**config.mk**
```make
export PLATFORM = sky130hd
export DESIGN_NAME = forot_front
export DESIGN_NICKNAME = d
export VERILOG_FILES = /design/src/rtl/forot_pkg.sv /design/src/rtl/forot_front.sv
export SDC_FILE = /design/constraint.sdc
export NUM_CORES = 1
export LEC_CHECK = 0
export BUFFER_PORTS_ARGS = -buffer_cell sky130_fd_sc_hd__buf_2
export CAP_MARGIN = 15
export CORE_AREA = 4 4 224 226
export CTS_BUF_LIST = sky130_fd_sc_hd__clkbuf_16
export DETAILED_ROUTE_END_ITERATION = 8
export DIE_AREA = 0 0 228 230
export HOLD_SLACK_MARGIN = 0.12
export PLACE_DENSITY = 0.71
export SLEW_MARGIN = 25
export SYNTH_ARGS = -nofsm -noshare
export SYNTH_HDL_FRONTEND = slang
export SYNTH_SLANG_ARGS = --single-unit
```
**constraint.sdc**
```tcl
create_clock -name clk -period 7.7 [get_ports clk]
set_clock_uncertainty 0.2 [all_clocks]
set_input_delay 0.77 -clock clk [delete_from_list [all_inputs] [get_ports clk]]
set_output_delay 0.77 -clock clk [all_outputs]
set_load 0.1 [all_outputs]
```
**src/rtl/forot_pkg.sv**
```systemverilog
// Shared constants, angle table and item types of the frequency offset rotator.
package forot_pkg;

    localparam int CORDIC_STAGES_DEF = 16;
    localparam int INDEX_BITS_DEF    = 24;
    localparam int MID_DEPTH_DEF     = 8;

    localparam int SAMPLE_W        = 16;
    localparam int ROT_W           = SAMPLE_W + 1;
    localparam int PHASE_W         = 32;
    localparam int FRAC_BITS       = 12;
    localparam int XY_W            = 32;
    localparam int PROD_W          = 64;
    localparam int ROUND_POS       = FRAC_BITS + 31;
    localparam int MAG_W           = 20;
    localparam int ANGLE_TABLE_LEN = 24;

    localparam logic signed [XY_W-1:0] GAIN_Q31 = 32'sd1304065748;

    // atan(2^-i) in units of 2^-32 turn, truncated
    localparam logic [PHASE_W-1:0] ATAN_TURN [ANGLE_TABLE_LEN] = '{
        32'h20000000, 32'h12E4051D, 32'h09FB385B, 32'h051111D4, 32'h028B0D43, 32'h0145D7E1,
        32'h00A2F61E, 32'h00517C55, 32'h0028BE53, 32'h00145F2E, 32'h000A2F98, 32'h000517CC,
        32'h00028BE6, 32'h000145F3, 32'h0000A2F9, 32'h0000517C, 32'h000028BE, 32'h0000145F,
        32'h00000A2F, 32'h00000517, 32'h0000028B, 32'h00000145, 32'h000000A2, 32'h00000051
    };

    // Quadrant codes of the pre-rotation
    typedef enum logic [1:0] {
        QUAD_0   = 2'd0,
        QUAD_90  = 2'd1,
        QUAD_180 = 2'd2,
        QUAD_270 = 2'd3
    } quad_t;

    // Pre-rotated sample and residual angle, handed from front to back
    typedef struct packed {
        logic signed [ROT_W-1:0]   x;
        logic signed [ROT_W-1:0]   y;
        logic signed [PHASE_W-1:0] z;
        logic                      last;
    } rot_cmd_t;

    // Finished result item
    typedef struct packed {
        logic signed [SAMPLE_W-1:0] re;
        logic signed [SAMPLE_W-1:0] im;
        logic                       sat;
        logic                       last;
    } rot_res_t;

endpackage

```
**src/rtl/forot_front.sv**
```systemverilog
// Front end: input transfer, phase register, phase product and quadrant pre-rotation.
module forot_front #(
    parameter int INDEX_BITS = forot_pkg::INDEX_BITS_DEF,
    parameter int MID_DEPTH  = forot_pkg::MID_DEPTH_DEF
) (
    input  logic                                  clk,
    input  logic                                  rst_n,
    input  logic                                  push,
    output logic                                  full,
    input  logic signed [forot_pkg::SAMPLE_W-1:0] sample_re,
    input  logic signed [forot_pkg::SAMPLE_W-1:0] sample_im,
    input  logic [INDEX_BITS-1:0]                 sample_index,
    input  logic                                  last_sample,
    input  logic                                  cfg_valid,
    output logic                                  cfg_ready,
    input  logic [forot_pkg::PHASE_W-1:0]         cfg_data,
    input  logic                                  mid_pop,
    output forot_pkg::rot_cmd_t                   cmd,
    output logic                                  cmd_valid
);

    localparam int CNT_W  = $clog2(MID_DEPTH + 1);
    localparam int PROD_W = INDEX_BITS + forot_pkg::PHASE_W;

    logic [forot_pkg::PHASE_W-1:0] phase_step_reg;
    logic [CNT_W-1:0]              cnt_reg, cnt_next;
    logic                          accept;

    // stage 1: captured input
    logic                                  v1_reg;
    logic signed [forot_pkg::SAMPLE_W-1:0] re1_reg, im1_reg;
    logic [INDEX_BITS-1:0]                 idx1_reg;
    logic                                  last1_reg;

    // stage 2: phase
    logic                                  v2_reg;
    logic signed [forot_pkg::SAMPLE_W-1:0] re2_reg, im2_reg;
    logic [forot_pkg::PHASE_W-1:0]         p2_reg;
    logic                                  last2_reg;
    logic [PROD_W-1:0]                     phase_full;

    // stage 3: pre-rotated command
    logic                                  v3_reg;
    forot_pkg::rot_cmd_t                   cmd_reg, cmd_next;
    logic [forot_pkg::PHASE_W-1:0]         phase_rnd;
    logic [forot_pkg::PHASE_W-1:0]         resid;
    forot_pkg::quad_t                      quad;
    logic signed [forot_pkg::ROT_W-1:0]    re_ext, im_ext;

    assign cfg_ready = 1'b1;
    assign full      = (cnt_reg == CNT_W'(MID_DEPTH));
    assign accept    = push && !full;

    // Count items between the input and the back end's launch
    always_comb
    begin
        cnt_next = cnt_reg;
        if (accept && !mid_pop)
        begin
            cnt_next = cnt_reg + 1'b1;
        end
        else if (!accept && mid_pop)
        begin
            cnt_next = cnt_reg - 1'b1;
        end
    end

    always_ff @(posedge clk or negedge rst_n)
    begin
        if (!rst_n)
        begin
            phase_step_reg <= '0;
            cnt_reg        <= '0;
            v1_reg         <= 1'b0;
            v2_reg         <= 1'b0;
            v3_reg         <= 1'b0;
        end
        else
        begin
            if (cfg_valid && cfg_ready)
            begin
                phase_step_reg <= cfg_data;
            end
            cnt_reg <= cnt_next;
            v1_reg  <= accept;
            v2_reg  <= v1_reg;
            v3_reg  <= v2_reg;
        end
    end

    assign phase_full = PROD_W'(idx1_reg) * PROD_W'(phase_step_reg);

    always_comb
    begin
        phase_rnd = p2_reg + 32'h2000_0000;
        quad      = forot_pkg::quad_t'(phase_rnd[forot_pkg::PHASE_W-1 -: 2]);
        resid     = p2_reg - {phase_rnd[forot_pkg::PHASE_W-1 -: 2], 30'd0};
        re_ext    = {re2_reg[forot_pkg::SAMPLE_W-1], re2_reg};
        im_ext    = {im2_reg[forot_pkg::SAMPLE_W-1], im2_reg};
        cmd_next.z    = $signed(resid);
        cmd_next.last = last2_reg;
        unique case (quad)
            forot_pkg::QUAD_0:
            begin
                cmd_next.x = re_ext;
                cmd_next.y = im_ext;
            end
            forot_pkg::QUAD_90:
            begin
                cmd_next.x = -im_ext;
                cmd_next.y = re_ext;
            end
            forot_pkg::QUAD_180:
            begin
                cmd_next.x = -re_ext;
                cmd_next.y = -im_ext;
            end
            default:
            begin
                cmd_next.x = im_ext;
                cmd_next.y = -re_ext;
            end
        endcase
    end

    always_ff @(posedge clk)
    begin
        re1_reg   <= sample_re;
        im1_reg   <= sample_im;
        idx1_reg  <= sample_index;
        last1_reg <= last_sample;
        re2_reg   <= re1_reg;
        im2_reg   <= im1_reg;
        p2_reg    <= phase_full[forot_pkg::PHASE_W-1:0];
        last2_reg <= last1_reg;
        cmd_reg   <= cmd_next;
    end

    assign cmd       = cmd_reg;
    assign cmd_valid = v3_reg;

endmodule

```
==> After elaboration in Yosys (flattened, before gate mapping) <==
Cells that the tools add are included.
{ "totals": {"reg_bits": 228, "inputBits": 94, "elab_cells": 38, "out_inout_bits": 70} }
{ "classes": {"n_mul": 1, "n_addsub": 6, "n_mux": 3, "n_eq_ne": 3, "n_reduce_logical": 8} }
{ "ops": {"columns": ["operator", "n"], "rows": [
  ["34-bit case mux with 3 select lines", 1],
  ["16-bit negator with 17-bit output", 2],
  ["32-bit by 30-bit adder with 32-bit output (second input constant)", 1],
  ["24-bit by 32-bit multiplier with 32-bit output", 1],
  ["32-bit subtractor", 1],
  ["4-bit 2-to-1 mux", 2],
  ["4-bit by 1-bit adder with 4-bit output (second input constant)", 1],
  ["4-bit == test (second input constant)", 1],
  ["4-bit by 1-bit subtractor with 4-bit output (second input constant)", 1],
  ["1-bit logical AND", 3],
  ["1-bit logical NOT", 3],
  ["2-bit by 1-bit == test with 1-bit output (second input constant)", 1],
  ["2-bit == test (second input constant)", 1],
  ["2-bit logical NOT", 1],
  ["2-bit nonzero test", 1]
]} }

==> Longest topological paths before layout <==
{ "depth": {"ltp_word": 7, "depth_mapped": 25, "depth_no_buf": 23} }

==> Worst setup path after synthesis <==
OpenSTA, ideal clock, no wires.
{ "synth_timing": {"path_kind": "register to register", "start": "reg phase_step_reg[13] in the netlist's numbering", "end": "reg p2_reg[27] in the netlist's numbering", "synth_period_minus_slack_ps": 6427, "setup_ps": 125, "setup_slack_ps": 1273, "path_stages_with_launch": 23, "t_arrival_ps": 6102, "t_required_ps": 7375, "cell_sequence": "dfrtp_1 -> clkbuf_1 -> buf_1 -> and2_1 -> fa_1 -> inv_1 -> fa_1 -> fa_1 -> fa_1 -> inv_1 -> fa_1 -> fa_1 -> inv_1 -> fa_1 -> inv_1 -> ha_1 -> and4_1 -> and3_1 -> nand3_1 -> nand4_1 -> a311oi_1 -> nor2_1 -> o41a_1"} }
{ "synth_between": {"elab_chain_len": 1} }
{ "synth_rtl": {"columns": ["element", "line", "rtl"], "rows": [
  ["start, declared", "forot_front.sv:25", "logic [forot_pkg::PHASE_W-1:0] phase_step_reg;"],
  ["start signal, assigned", "forot_front.sv:82", "phase_step_reg <= cfg_data;"],
  ["24-bit by 32-bit multiplier with 32-bit output", "forot_front.sv:91", "assign phase_full = PROD_W'(idx1_reg) * PROD_W'(phase_step_reg);"],
  ["net phase_full[27]", "forot_front.sv:40", "logic [PROD_W-1:0] phase_full;"],
  ["end signal, assigned", "forot_front.sv:134", "p2_reg <= phase_full[forot_pkg::PHASE_W-1:0];"],
  ["end, declared", "forot_front.sv:38", "logic [forot_pkg::PHASE_W-1:0] p2_reg;"]
]} }
The timed path passes the listed nets, and every way through them passes these cells.
A chain may end at the register's enable or synchronous reset.

==> Worst setup path after layout <==
{ "layout_timing": {"start": "reg phase_step_reg[6] in the netlist's numbering", "end": "reg p2_reg[27] in the netlist's numbering"} }
The elaborated chain is that of the path after synthesis.

==> summary.txt <==
Critical path
  – WS Path Type: reg -> reg
  – Crit path DAT: 7450 ps
  – Worst reg2reg path depth: 21
  – Worst Setup End Kind: flip-flop
  – CP Capture Point: p2_reg[27]
  – Startpoint types: flip-flop
  – Reg2reg end: p2_reg[27]
  – CP max FO: 25
  – Worst r2r src: phase_step_reg[6]
  – WP data required: 7940 ps
  – Crit path from: phase_step_reg[6]
  – Worst reg2reg setup slack: 480 ps

Clock tree
  – Clock Latency Late Sink: 560 ps
  – H-tree Lvls: 1
  – CTS Buffer Depth: 3
  – Total CTS buffers: 26
  – Root Buffer: clkbuf_16
  – Clk sink count: 228
  – Clk slew on worst S/H paths: 60 ps
  – CTS tree: done

Timing
  – # setup viols final: 0
  – RSZ-0062 raised after global routing: no
  – Crit path time final: 7218 ps
  – Worst Max-Slew Pin Slew: 958.2 ps
  – Hold Vio Cnt, Final: 0
  – Fmax: 138.5 MHz
  – Final period util: 93.75%
  – Slew HR: 36.12%
  – Setup TNS Final: 0 ps
  – Max-slew violation count: 0

Yosys
  – Ys flop type: dfxtp_1
  – Post-synthesis sequential area ratio: 22.15%
  – Mapped cell area: 21490 um^2
  – Mean Syn Cell Area: 9.766 um^2
  – Asr flop ratio synth: 17.11%
  – EDFF count, synth: 0
  – Syn Inst Count: 2200
  – Synth Warn #: 0
  – Synthesized Nets: 2782
  – Flops & latches, synth: 228
  – Netlist cell types: 56

Layout
  – Max FFs per register: 67
  – Layout cell share with drive strength beyond 1: 11.53%
  – # nets final: 2957
  – Antenna diode count: 0
  – Growth of design area from synthesis to finish: 13.39%
  – Filler cells: 4251

Global route
  – Initial antenna violation count: 0
  – GRT overflow: 0
  – Number of global-route vias before repair: 16.38k
  – First-pass GRT wire length: 88660 um
  – Pin count of the biggest net entering global routing: 64
  – Gr usage total: 20.99%

Floorplan
  – CORE AREA: 48340 um^2
  – Site Rows: 81
  – Die Y: 230 um
  – Chip width: 228 um
  – Die ar.: 52440 um^2
  – Initial Util: 44.44%
  – I/O pins: 164

Status
  – Status: finished, final reports clean

Placement
  – DP Wirelength: 42570 um
  – Final GP Congestion: 0.9139
  – Port buffer count: 162

Hold path
  – Hold path start: im1_reg[5]
  – Hold path depth: 0
  – Hold WC Path Type: reg -> reg

Routing
  – DR DRC count: 0
  – Routed Antenna Nets: 0
  – WL final: 54250 um
  – Routed vias: 15.18k
  – DRT iter0 DRCs: 969
  – Post-DR wirelength/cell: 17.99 um
  – Via density: 5.034
  – Detailed Routing Iterations Pass 1: 5

Job
  – Max-cap violations: 0
## worst min path at each step
stage	slack [ps]	to
2_1_floorplan	110	cmd[0]
3_3_place_gp	110	cmd[7]
3_5_place_dp	110	re2_reg[2]
4_1_cts	120	idx1_reg[6]
5_1_grt	130	idx1_reg[6]
6_report	120	im2_reg[5]
## through the flow
stage / setup WS, ps / utilization, % / area (um^2) / std cells / hold WS (ps)
after detailed placement: 357.4 / 47.36 / 22900 / 2908 / 112.1
after global placement: 553.6 / 47.36 / 22900 / 2908 / 110.2
final: 481.5 / 50.39 / 24360 / 3015 / 121.8
after floorplan: 1273 / - / 21490 / 2200 / 109.6
after CTS: 372.6 / 50.36 / 24340 / 3015 / 121.1
after global routing: 232.1 / 50.39 / 24360 / 3015 / 125.5
## timing repair
item,4_1_cts,5_1_grt
hold endpoints to repair,61,0
gates resized for setup,0,1
hold buffers,61,0
endpoints found under the setup margin,0,1
buffers inserted,0,0
## routing by layer
metal	track usage [%]	vias up	share of wire [%]
li1	-	6858	-
met1	28.92	7588	44
met2	34.22	615	46
met3	3.531	117	7.1
met4	6.563	0	3.7
met5	0	-	0
## critical path: stages, from the launching register on
cell	delay, ps
dfrtp_1	880
nand2_1	170
fa_1	450
inv_1	70
fa_1	410
inv_1	90
fa_1	450
fa_1	520
fa_1	540
inv_1	50
fa_1	470
inv_1	50
fa_1	470
inv_1	40
ha_1	360
and4_1	210
and3_1	180
nand3_1	130
nand4_1	180
a311oi_1	670
nor2_1	110
o41a_1	390
## logic make-up after synthesis
logic type	after synthesis	share of synthesized area, %
buf+inv	538	9.417
simple gates	652	15.61
compound gates	139	3.873
fa+ha+maj	488	42.05
other cells	1	0.01745
xor+xnor	114	4.711
flops	228	22.15
mux	40	2.172
## synth_stat cells (all sizes together) (3+ instances only)
cell / count / share of area [%]
o21a: 3 / 0.10
buf: 9 / 0.17
ha: 98 / 5.7
nand2: 237 / 4.1
nand4: 3 / 0.087
xor2: 28 / 1.1
inv: 435 / 7.6
and2: 301 / 8.8
dfrtp: 39 / 4.5
nand3b: 4 / 0.14
mux2: 33 / 1.7
a31oi: 7 / 0.20
nor3: 6 / 0.14
mux2i: 5 / 0.23
nor2: 60 / 1.0
dfxtp: 189 / 18
xnor2: 85 / 3.5
or4: 6 / 0.25
a21oi: 48 / 1.1
fa: 390 / 36
o31ai: 7 / 0.24
a221oi: 3 / 0.12
a211oi: 5 / 0.17
o211ai: 3 / 0.10
clkbuf: 94 / 1.6
and3: 5 / 0.15
nand3: 12 / 0.28
nor2b: 5 / 0.15
o41ai: 3 / 0.12
a21o: 8 / 0.28
o21ai: 41 / 0.96
## layout by cell type, fill, tap and decap left out, types with 3 or more instances in the layout
| cell | instances |
|---|---|
| buf_4 | 27 |
| dlygate4sd3_1 | 61 |
| clkbuf_16 | 26 |
| nor3_1 | 6 |
| or4_1 | 3 |
| nor2b_1 | 5 |
| mux2i_1 | 5 |
| mux2_2 | 33 |
| o211ai_1 | 3 |
| nand3b_1 | 4 |
| inv_1 | 436 |
| clkinv_2 | 5 |
| buf_2 | 162 |
| dfxtp_1 | 189 |
| a31oi_1 | 7 |
| o31ai_1 | 7 |
| a221oi_1 | 3 |
| and2_1 | 301 |
| nand3_1 | 12 |
| xnor2_1 | 85 |
| clkinvlp_4 | 4 |
| a211oi_1 | 5 |
| nand4_1 | 3 |
| ha_1 | 97 |
| o21a_1 | 3 |
| o21ai_0 | 39 |
| dfrtp_1 | 39 |
| nor2_1 | 60 |
| fa_1 | 390 |
| nand2_1 | 237 |
| a21oi_1 | 48 |
| xor2_1 | 27 |
| and3_1 | 5 |
| a21o_1 | 8 |
| inv_6 | 3 |
## cell type report
| class | instances | area (um^2) | share of cell area (%) |
|---|---|---|---|
| clock buffer | 26 | 650.6 | 2.671 |
| clock inverter | 20 | 186.4 | 0.7652 |
| inverter | 435 | 1633 | 6.702 |
| multi-input combinational | 1434 | 14730 | 60.46 |
| sequential | 228 | 4760 | 19.54 |
| tap | 622 | 778.2 | 3.194 |
| timing repair buffer | 250 | 1624 | 6.666 |
Power is left out: the tool's default activity adds up to more than one toggle a clock period on the data nets, which glitch-free logic cannot reach.
