<file path="config.mk">
export PLATFORM = sky130hd
export DESIGN_NAME = forot_fifo
export DESIGN_NICKNAME = d
export VERILOG_FILES = /design/src/rtl/forot_fifo.sv
export SDC_FILE = /design/constraint.sdc
export NUM_CORES = 1
export LEC_CHECK = 0
export BUFFER_PORTS_ARGS = -buffer_cell sky130_fd_sc_hd__buf_4
export CAP_MARGIN = 5
export CORE_MARGIN = 4
export CORE_UTILIZATION = 57
export CTS_BUF_LIST = sky130_fd_sc_hd__clkbuf_16
export DETAILED_ROUTE_END_ITERATION = 6
export PLACE_DENSITY_LB_ADDON = 0.05
export SLEW_MARGIN = 20
export SYNTH_ARGS = -nofsm -noshare
export SYNTH_HDL_FRONTEND = slang
export SYNTH_SLANG_ARGS = --single-unit
</file>
<file path="constraint.sdc">
create_clock -name clk -period 1.8 [get_ports clk]
set_input_delay 0.45 -clock clk [delete_from_list [all_inputs] [get_ports clk]]
set_output_delay 0.45 -clock clk [all_outputs]
set_load 0.05 [all_outputs]
</file>
<file path="src/rtl/forot_fifo.sv">
// Small first-in first-out queue of generic items, read from the head without delay.
module forot_fifo #(
    parameter type ITEM_T = logic,
    parameter int  DEPTH  = 8
) (
    input  logic  clk,
    input  logic  rst_n,
    input  logic  wr_en,
    input  ITEM_T wr_data,
    input  logic  rd_en,
    output ITEM_T rd_data,
    output logic  empty
);

    localparam int PTR_W = (DEPTH > 1) ? $clog2(DEPTH) : 1;
    localparam int CNT_W = $clog2(DEPTH + 1);

    ITEM_T            mem [DEPTH];
    logic [PTR_W-1:0] wr_ptr_reg, wr_ptr_next;
    logic [PTR_W-1:0] rd_ptr_reg, rd_ptr_next;
    logic [CNT_W-1:0] cnt_reg, cnt_next;

    always_ff @(posedge clk)
    begin
        if (wr_en)
        begin
            mem[wr_ptr_reg] <= wr_data;
        end
    end

    always_comb
    begin
        wr_ptr_next = wr_ptr_reg;
        rd_ptr_next = rd_ptr_reg;
        cnt_next    = cnt_reg;
        if (wr_en)
        begin
            wr_ptr_next = (wr_ptr_reg == PTR_W'(DEPTH - 1)) ? '0 : wr_ptr_reg + 1'b1;
        end
        if (rd_en)
        begin
            rd_ptr_next = (rd_ptr_reg == PTR_W'(DEPTH - 1)) ? '0 : rd_ptr_reg + 1'b1;
        end
        if (wr_en && !rd_en)
        begin
            cnt_next = cnt_reg + 1'b1;
        end
        else if (!wr_en && rd_en)
        begin
            cnt_next = cnt_reg - 1'b1;
        end
    end

    always_ff @(posedge clk or negedge rst_n)
    begin
        if (!rst_n)
        begin
            wr_ptr_reg <= '0;
            rd_ptr_reg <= '0;
            cnt_reg    <= '0;
        end
        else
        begin
            wr_ptr_reg <= wr_ptr_next;
            rd_ptr_reg <= rd_ptr_next;
            cnt_reg    <= cnt_next;
        end
    end

    assign rd_data = mem[rd_ptr_reg];
    assign empty   = (cnt_reg == '0);

endmodule

</file>
Yosys cells after proc, flatten, opt, wreduce, memory -nomap -nowiden:

Memory sizes are Yosys's and may differ from the RTL's.
Index checks and enable logic that the tools add are counted.

* flip-flop bits (word level): 10
* bits in writable memories: 8
* input port bits: 5
* output and inout bits: 2
* word-level logic and storage cells: 22
* memories kept: 1

Memory list
* mem: depth 8, width 1, rd ports 1, clocked after Yosys merged registers in 0, write ports 1, line 18 `ITEM_T mem [DEPTH];`

* add/subtract/negate cells: 4
* equal/unequal tests: 2
* multiplexer cells: 6
* reduce and logical (&&, ||, !) cells: 6

Operators by type and width (number)
* $mux W4: 2
* $add A3 B1 Y3 const B: 2
* $eq A3 B3 Y1 const B: 2
* $mux W3: 2
* $add A4 B1 Y4 const B: 1
* $logic_not A4 Y1: 1
* $sub A4 B1 Y4 const B: 1
* $logic_and A1 B1 Y1: 2
* $logic_not A1 Y1: 2
* $mux W1: 2
* $reduce_bool A2 Y1: 1

Depth between registers and ports, before layout:

Gate-level depths: netlist (run 1).

* depth in word-level cells: 4
* mapped depth: 7
* gate-level depth less buffers: 7

Worst setup path after synthesis (run 1):

Ideal clock, no wire load.

* path type: reg-to-output
* start point: reg cnt_reg[0]
* end point: out empty
* arrival time: 1.988 ns
* required time: 1.350 ns
* setup slack: -0.638 ns
* stages on the path, launching flop included: 2
* path buffers: 0
* path through: dfrtp_1 nor4_1

* cells in the longest elaborated chain, start to end: 1

Ends and longest elaborated chain
* start: declaration: line 21 `logic [CNT_W-1:0] cnt_reg, cnt_next;`
* start signal: assignment: line 66 `cnt_reg <= cnt_next;`
* $logic_not A4 Y1: line 71 `assign empty = (cnt_reg == '0);`
* end: declaration: line 12 `output logic empty`

Every way passes these cells.

Worst setup path after layout (run 1):

* start point: reg rd_ptr_reg[0]
* end point: out rd_data

* cells in the longest elaborated chain, start to end: 1

Ends and longest elaborated chain
* start: declaration: line 20 `logic [PTR_W-1:0] rd_ptr_reg, rd_ptr_next;`
* start signal: assignment: line 65 `rd_ptr_reg <= rd_ptr_next;`
* $mem_v2 Z8 W1
* end: declaration: line 11 `output ITEM_T rd_data,`

Every way passes these cells.

==> results.py, run 1 <==
metrics = {
    "global_routing": {
        "grt_pass1_vias": 604,
        "overflow": 0,
        "grt_max_degree": 11,
        "grt_antenna_before_repair": 0,
        "grt_pass1_wl_um": 2700,
        "gr-usage-all-layers_pct": 14.9,
    },
    "finish": {
        "fill_cells": 113,
        "area_delta_synth_final_pct": 22.3,
        "nNetsFinal": 106,
        "drive_gt1_share_pct": 29.3,
        "seq_area_um2": 490,
        "diodes": 0,
        "final_util_pct": 74.9,
        "multi_input_area_um2": 449,
        "largest_reg_flops": 8,
    },
    "critical_path": {
        "worst_r2r_path_depth": 4,
        "reg2reg_slack_ns": 0.32,
        "start_kind": "register",
        "worstPathArrival_ns": 1.59,
        "r2r_start": "cnt_reg[2]",
        "crit_path_end_kind": "primary output",
        "worstSetupPathType": "register to primary output",
        "rr_endpoint": "cnt_reg[3]",
        "required_ns": 1.35,
        "path_max_fanout": 3,
    },
    "clocking": {
        "clkTransAtPathRegs_ns": 0.05,
        "clockRootBuffer": "clkbuf_16",
        "cts.sinks": 18,
        "ctsLongestPathBuffers": 2,
        "cts_tree": "done",
        "htreeDepth": 1,
        "holdBufCountCts": 0,
        "post_cts_buffers": 0,
        "clkLatencyLatePin_ns": 0.25,
        "cts_buffers": 3,
    },
    "route": {
        "wl_per_cell_um": 14.2,
        "drtIter0Drc": 23,
        "route.vias.total": 608,
        "detail_route.drc_violations": 0,
        "drt-vias-per-instance": 5.63,
        "firstDrtPassIters": 4,
        "antenna_left": 0,
        "wl_um": 1540,
    },
    "timing": {
        "fin_worst_skew_ns": 0.000594,
        "fin_ws_ns": -0.238,
        "rsz0062_at_grt": "yes",
        "slew_headroom_pct": 85.6,
        "period_minus_slack_ns": 2.04,
        "period_share_pct": 113,
        "fmaxAchievable_ghz": 0.491,
        "maxSlewViolCount": 0,
        "setup_viol": 1,
        "tightest_slew_ns": 0.215,
        "finalHoldViolCount": 0,
        "setup-tns-final_ns": -0.238,
    },
    "run": {
        "maxCapViolCount": 0,
    },
    "die": {
        "die_h_um": 48.7,
        "die_w_um": 48.7,
        "num_rows": 14,
        "initial_core_util_pct": 61.3,
        "core_mm2": 0.00154,
        "die_area_mm2": 0.00237,
        "pin_count": 7,
    },
    "power": {
        "pwr_density_cell_mw_per_mm2": 1700,
        "seqPwrFrac_pct": 37.7,
        "p_leak_uw": 0.000472,
        "p_sw_share_pct": 34.4,
        "p_int_uw": 1290,
        "switching_power_uw": 676,
        "comb_power_share_pct": 40.0,
        "max-vdd-ir-drop_v": 0.00106,
        "clock_power_share_pct": 22.3,
    },
    "logic_synthesis": {
        "synth_compound_area_share_pct": 5.43,
        "synthMuxAreaShare_pct": 13.8,
        "yosys.area_share.simple_pct": 13.6,
        "syn-cell-area_um2": 945,
        "ys_top_cells_by_area": "dfrtp_1 26%, edfxtp_1 25%, ha_1 9.3%, mux2_2 7.2%, mux4_1 5.6%",
        "syn_inst": 76,
        "yosysTopAreaCell": "dfrtp_1",
        "synthAdderAreaFrac_pct": 11.4,
        "syn_area_per_cell_um2": 12.4,
        "ys_seq_elements": 18,
        "synth_top_area_share_pct": 26.5,
        "ys_seq_area_share_pct": 51.9,
        "syn_nets": 89,
        "synth.distinct_cells": 23,
        "ys_warn_count": 0,
        "synth_xor_area_share_pct": 1.85,
        "synth_top_family_by_area": "multiplexers",
    },
    "place": {
        "portBuffers": 6,
        "gp_congestion": 0.752,
        "dp_hpwl_um": 1210,
    },
    "min_path": {
        "hold_path.class": "primary input to asynchronous set/reset pin",
    },
    "status": {
        "status": "finished with violations",
        "violations": "setup timing",
    },
}
[worst max-delay path by stage]
stage | startpoint | to | slack (ns) | depth (start not counted)
floorplan | cnt_reg[0] | empty | -0.08 | 1
global placement | rd_en | cnt_reg[3] | -0.07 | 8
detailed placement | rd_en | cnt_reg[3] | -0.09 | 8
CTS | rd_ptr_reg[0] | rd_data | -0.26 | 3
global route | rd_ptr_reg[0] | rd_data | -0.29 | 3
finish | rd_ptr_reg[0] | rd_data | -0.24 | 3
[cells by family after synthesis]
logic type,after synthesis
flip-flops,18
AND/OR/NAND/NOR,26
buffers and inverters,5
AO/OA/AOI/OAI,8
multiplexers,9
XOR/XNOR,2
adder cells (fa/ha/maj),8
[per-stage QoR]
stage                     total power (µW)  instances  instance area, µm²  hold WS (ns)  setup WS (ns)
final                                 1970        108                1150        0.0240         -0.238
after global routing                  2120        108                1150        0.0303         -0.292
after CTS                             1990        108                1150        0.0280         -0.257
after detailed placement              1520        104                1080         0.290        -0.0860
after global placement                1480        104                1080         0.290        -0.0719
after floorplan                       1290         76                 966         0.154        -0.0754
[area by class of cell]
type                            instances  share of cell area, %
Sequential cell                        18                   42.5
Multi-Input combinational cell         53                   38.9
Clock inverter                          1                  0.325
Timing Repair Buffer                   13                   8.78
Inverter                                4                   1.30
Clock buffer                            3                   6.50
Tap cell                               16                   1.73
[layout by cell type, fill, tap and decap left out, types with 2 or more instances in the layout]
cell type  count
nor3_1         3
mux4_2         2
inv_1          4
ha_1           5
buf_4         12
edfxtp_1       8
a21oi_1        2
nand3_1        2
o21ai_0        3
dfrtp_1       10
nand2b_1       2
clkbuf_16      3
nand2_1        5
nor2_1         8
xnor2_1        2
nand3b_1       3
mux2_2         6
o211ai_1       2
[critical path: stages (launching register included)]
cell     delay [ns]
dfrtp_1        0.41
mux4_2         0.50
mux2_2         0.28
buf_6          0.15
[synth_stat cells]
library cell and instances:
xnor2_1 2, nand3_1 2, fa_1 1, nor4_1 1
a21oi_1 2, nand2b_1 2, or3_1 1, o211ai_1 2
clkbuf_1 1, mux4_1 2, dfrtp_1 10, nand2_1 5
inv_1 4, ha_1 7, nand3b_1 3, a2111o_1 1
mux2_2 6, nor3_1 3, nor2_1 8, mux2i_1 1
edfxtp_1 8, o21ai_0 3, or4_1 1
[power by group through the flow]
stage	registers, µW	logic, µW	clock network (µW)
finish	741	787	438
global route	768	880	468
CTS	746	798	447
detailed placement	750	775	0
global placement	739	745	0
floorplan	711	583	0
[repair_timing]
action / in CTS / in global routing
resized for setup: 3 / 0
endpoints found under the setup margin: 1 / 1
pin swaps: 0 / 0
[metal layers]
layer  global-route usage (%)  vias up  part of all wire [%]  wire (µm)
met2                     22.8       10                    47        721
li1                         -      311                     -          -
met4                     8.07        0                   2.6         40
met1                     19.8      282                    47        729
met3                     2.76        5                   3.1         47
met5                        0        -                     0          0
Power figures use the tool's default switching activity.
==> run 2: changes to the inputs <==
Settings changed: RECOVER_POWER from default to 100.
==> results.py, run 2 (synthesized netlist as in run 1, its figures left out) <==
metrics = {
    "critical_path": {
        "crit_family": "multiplexers",
        "critPathMaxStageDelay_ns": 0.50,
        "worstSetupPathType": "register to primary output",
        "worstPathArrival_ns": 1.59,
        "start_kind": "register",
        "rr_endpoint": "cnt_reg[3]",
        "path_max_fanout": 3,
        "r2r_start": "cnt_reg[2]",
        "worst_r2r_path_depth": 4,
        "cpMaxStageDelayCell": "mux4_2",
        "required_ns": 1.35,
        "cp_num_buf_inv": 1,
        "crit_path_end_kind": "primary output",
        "worstPathCellList": "mux4_2 > mux2_2 > buf_6",
        "reg2reg_slack_ns": 0.24,
    },
    "die": {
        "num_rows": 14,
        "pin_count": 7,
        "core_mm2": 0.00154,
        "die_area_mm2": 0.00237,
        "die_h_um": 48.7,
        "initial_core_util_pct": 61.3,
        "die_w_um": 48.7,
    },
    "status": {
        "violations": "setup timing",
        "status": "finished with violations",
    },
    "finish": {
        "largest_reg_flops": 8,
        "diodes": 0,
        "stdcell_area_mm2": 0.00112,
        "drive_gt1_share_pct": 21.7,
        "layout.cells.non_filler": 108,
        "final_cell_mix": "10 x dfrtp_1, 8 x nor2_1, 8 x edfxtp_1, 7 x ha_1",
        "nNetsFinal": 106,
        "area_delta_synth_final_pct": 18.7,
        "fill_cells": 117,
        "final_common_cell": "dfrtp_1",
    },
    "clocking": {
        "cts.sinks": 18,
        "clockRootBuffer": "clkbuf_16",
        "cts_tree": "done",
        "htreeDepth": 1,
        "clkTransAtPathRegs_ns": 0.05,
        "cts_buffers": 3,
        "ctsLongestPathBuffers": 2,
        "clkLatencyLatePin_ns": 0.25,
    },
    "timing": {
        "setup_viol": 1,
        "fin_ws_ns": -0.237,
        "fin_worst_skew_ns": 0.000587,
        "fmaxAchievable_ghz": 0.491,
        "finalHoldViolCount": 0,
        "rsz0062_at_grt": "yes",
        "period_share_pct": 113,
        "maxSlewViolCount": 0,
        "period_minus_slack_ns": 2.04,
        "slew_headroom_pct": 62.9,
        "tightest_slew_ns": 0.557,
    },
    "route": {
        "dr.max_layer_used": "met4",
        "wl_met3_um": 60,
        "drtIter0Drc": 17,
        "met1Wirelength_um": 714,
        "route.vias.total": 617,
        "antenna_left": 0,
        "detail_route.drc_violations": 0,
        "wl_um": 1540,
        "firstDrtPassIters": 4,
        "drt-vias-per-instance": 5.71,
        "dr_wl_met2_um": 721,
        "wl_per_cell_um": 14.2,
    },
    "run": {
        "maxCapViolCount": 0,
    },
    "global_routing": {
        "grt_pass1_wl_um": 2700,
        "gr-usage-all-layers_pct": 14.9,
        "overflow": 0,
        "grt_pass1_vias": 604,
        "grt_antenna_before_repair": 0,
        "grt_max_degree": 11,
    },
    "power": {
        "clock_power_share_pct": 22.6,
        "p_leak_uw": 0.000455,
        "seqPwrFrac_pct": 38.1,
        "p_int_uw": 1260,
        "pwr_density_cell_mw_per_mm2": 1730,
        "p_sw_share_pct": 34.6,
        "max-vdd-ir-drop_v": 0.00108,
        "switching_power_uw": 670,
        "power_uw": 1930,
        "comb_power_share_pct": 39.4,
    },
    "place": {
        "dp.cells": 104,
        "gp_congestion": 0.752,
        "portBuffers": 6,
        "dp_hpwl_um": 1210,
        "placed_area_mm2": 0.00108,
    },
    "min_path": {
        "hold_path.class": "primary input to asynchronous set/reset pin",
    },
}
-- run 2: cell types whose count changed in the layout (fill, tap and decap cells not counted), sizes merged --
cell / previous run / this run
buf: 13 / 7
clkbuf: 3 / 9
-- run 2: layout make-up --
type	instances	area, µm²	area share (%)
Sequential cell	18	490	43.7
Multi-Input combinational cell	53	434	38.7
Timing Repair Buffer	13	82.6	7.37
Clock buffer	3	75.1	6.70
Tap cell	16	20.0	1.79
Inverter	4	15.0	1.34
Clock inverter	1	3.75	0.335
-- run 2: power by group through the flow --
stage	sequential, µW	clock (µW)	combinational (µW)
after global routing	763	468	849
after global placement	739	0	745
after detailed placement	750	0	775
final	736	437	762
after floorplan	711	0	583
after CTS	746	447	798
-- run 2: worst max-delay path by stage --
stage,from,endpoint,slack [ns],cells after the start
floorplan,cnt_reg[0],empty,-0.08,1
global placement,rd_en,cnt_reg[3],-0.07,8
detailed placement,rd_en,cnt_reg[3],-0.09,8
CTS,rd_ptr_reg[0],rd_data,-0.26,3
global route,rd_ptr_reg[0],rd_data,-0.29,3
finish,rd_ptr_reg[0],rd_data,-0.24,3
-- run 2: layer usage --
layer  GRT usage, %  vias to the layer above
met5              0                        -
met1           19.8                      286
met4           8.07                        0
li1               -                      310
met2           22.8                       16
met3           2.76                        5
-- run 2: repair_timing --
| item | 4_1_cts | 5_1_grt |
|---|---|---|
| setup endpoints to repair | 1 | 1 |
| gates resized for setup | 3 | 0 |
| hold buffers | 0 | 0 |
| buffers inserted | 0 | 0 |
-- run 2: stage by stage --
step	TNS, ns	worst slack [ns]	util [%]	hold WS (ns)
CTS	-0.257	-0.257	74.9	0.0280
floorplan	-0.0754	-0.0754	-	0.154
detailed placement	-0.141	-0.0860	70.0	0.290
global route	-0.315	-0.292	72.7	0.218
finish	-0.237	-0.237	72.7	0.164
global placement	-0.117	-0.0719	70.0	0.290
==> run 3: changes to the inputs <==
Settings changed: BUFFER_PORTS_ARGS -buffer_cell sky130_fd_sc_hd__buf_4 to default, CORE_MARGIN 4 to 2, CORE_UTILIZATION 57 to 35, DONT_BUFFER_PORTS from default to 1.
==> results.py, run 3 (synthesized netlist as in run 1, its figures left out) <==
metrics = {
    "status": {
        "status": "finished with violations",
        "violations": "setup timing",
    },
    "global_routing": {
        "grt_antenna_before_repair": 0,
        "gr-usage-all-layers_pct": 11.9,
        "grt_pass1_vias": 600,
        "grt_max_degree": 11,
        "overflow": 0,
        "grt_pass1_wl_um": 2850,
    },
    "clocking": {
        "cts_buffers": 3,
        "ctsLongestPathBuffers": 2,
        "htreeDepth": 1,
        "clkTransAtPathRegs_ns": 0.05,
        "clockRootBuffer": "clkbuf_16",
        "clkLatencyLatePin_ns": 0.24,
        "cts.sinks": 18,
        "post_cts_buffers": 0,
        "cts_tree": "done",
    },
    "timing": {
        "fin_worst_skew_ns": 0.00138,
        "finalHoldViolCount": 0,
        "setup-tns-final_ns": -0.177,
        "period_minus_slack_ns": 1.98,
        "maxSlewViolCount": 0,
        "tightest_slew_ns": 0.477,
        "fin_ws_ns": -0.177,
        "slew_headroom_pct": 68.1,
        "fmaxAchievable_ghz": 0.506,
        "setup_viol": 1,
        "rsz0062_at_grt": "yes",
        "period_share_pct": 110,
    },
    "place": {
        "dp_slack_ns": -0.0333,
        "dp.cells": 110,
        "placed_area_mm2": 0.00104,
        "dp_hpwl_um": 1180,
        "portBuffers": 0,
        "gp_congestion": 0.680,
    },
    "critical_path": {
        "start_kind": "register",
        "critPathLaunch": "rd_ptr_reg[0]",
        "cpMaxStageDelayCell": "mux4_2",
        "worstSetupPathType": "register to primary output",
        "required_ns": 1.35,
        "critPathMaxStageDelay_ns": 0.51,
        "cp_num_buf_inv": 0,
        "worstPathArrival_ns": 1.53,
        "worstPathCellList": "mux4_2 > mux2_4",
        "path_max_fanout": 3,
        "r2r_start": "cnt_reg[2]",
        "crit_path_end_kind": "primary output",
        "crit_family": "multiplexers",
    },
    "route": {
        "wl_per_cell_um": 13.5,
        "drt-vias-per-instance": 5.12,
        "drtIter0Drc": 11,
        "route.vias.total": 589,
        "detail_route.drc_violations": 0,
        "wl_um": 1550,
        "antenna_left": 0,
        "firstDrtPassIters": 4,
    },
    "power": {
        "pwr_density_cell_mw_per_mm2": 1700,
        "p_leak_uw": 0.000441,
        "max-vdd-ir-drop_v": 0.000880,
        "power_uw": 1880,
    },
    "die": {
        "die_w_um": 56.0,
        "num_rows": 18,
        "pin_count": 7,
        "core_mm2": 0.00252,
        "die_h_um": 56.0,
        "die_area_mm2": 0.00313,
        "initial_core_util_pct": 37.5,
    },
    "finish": {
        "stdcell_area_mm2": 0.00111,
        "final_cell_mix": "10 x dfrtp_1, 8 x nor2_1, 8 x edfxtp_1, 7 x ha_1",
        "area_delta_synth_final_pct": 17.2,
        "nNetsFinal": 99,
        "layout.cells.non_filler": 115,
        "drive_gt1_share_pct": 20.0,
        "largest_reg_flops": 8,
        "final_common_cell": "dfrtp_1",
        "diodes": 0,
    },
    "min_path": {
        "hold_path.class": "primary input to register",
        "min_from": "wr_data",
    },
    "run": {
        "maxCapViolCount": 0,
    },
}
run 3: cell count changes in the layout (fill, tap and decap cells not counted), sizes merged:
cell and change:
clkbuf -4, dlygate4sd3 +1, buf -4
run 3: worst paths after layout:
check / end / slack (ns) / cells past startpoint
min reg2reg: cnt_reg[2] / 0.55 / 2
max reg2reg: cnt_reg[3] / 0.21 / 4
min: mem[1] / 0.30 / 0
min in group asynchronous: rd_ptr_reg[0] / 0.60 / 1
max in group asynchronous: wr_ptr_reg[2] / 0.88 / 1
max: rd_data / -0.18 / 2
run 3: cell type report:
cell class	count	area, µm²
fillers	246	1420
inverters	4	15.0
clock buffers	3	75.1
repair buffers	6	47.5
flip-flops and latches	18	490
multi-input cells	53	438
well taps	30	37.5
clock inverters	1	3.75
run 3: metal layers:
| layer | part of all wire [%] | global-route usage, % | up-vias |
|---|---|---|---|
| met5 | 0 | 0 | - |
| met4 | 1.8 | 6.12 | 0 |
| met3 | 3.0 | 2.79 | 4 |
| met2 | 43 | 16.3 | 8 |
| met1 | 53 | 17.3 | 277 |
| li1 | - | - | 300 |
run 3: worst reg2reg max path: cells and delay by family (launching register included):
family	cells	cell delay, ns
simple gates	1	0.48
fa+ha+maj	1	0.36
compound gates	2	0.22
flops	1	0.40
run 3: per-stage QoR:
step | util [%] | hold slack [ns]
after floorplan | - | 0.154
after global placement | 41.1 | 0.155
after detailed placement | 41.1 | 0.155
after CTS | 44.5 | 0.292
after global routing | 43.9 | 0.287
final | 43.9 | 0.299
run 3: what timing repair did:
item / in CTS / in global routing
hold buffers: 1 / 0
hold endpoints to repair: 10 / 0
gates cloned: 0 / 0
gates resized for setup: 3 / 0
setup endpoints to repair: 1 / 1
run 3: where the power goes:
part | switching, µW | total (µW) | internal [µW]
Combinational | 353 | 708 | 355
Clock | 137 | 432 | 295
Sequential | 167 | 743 | 575
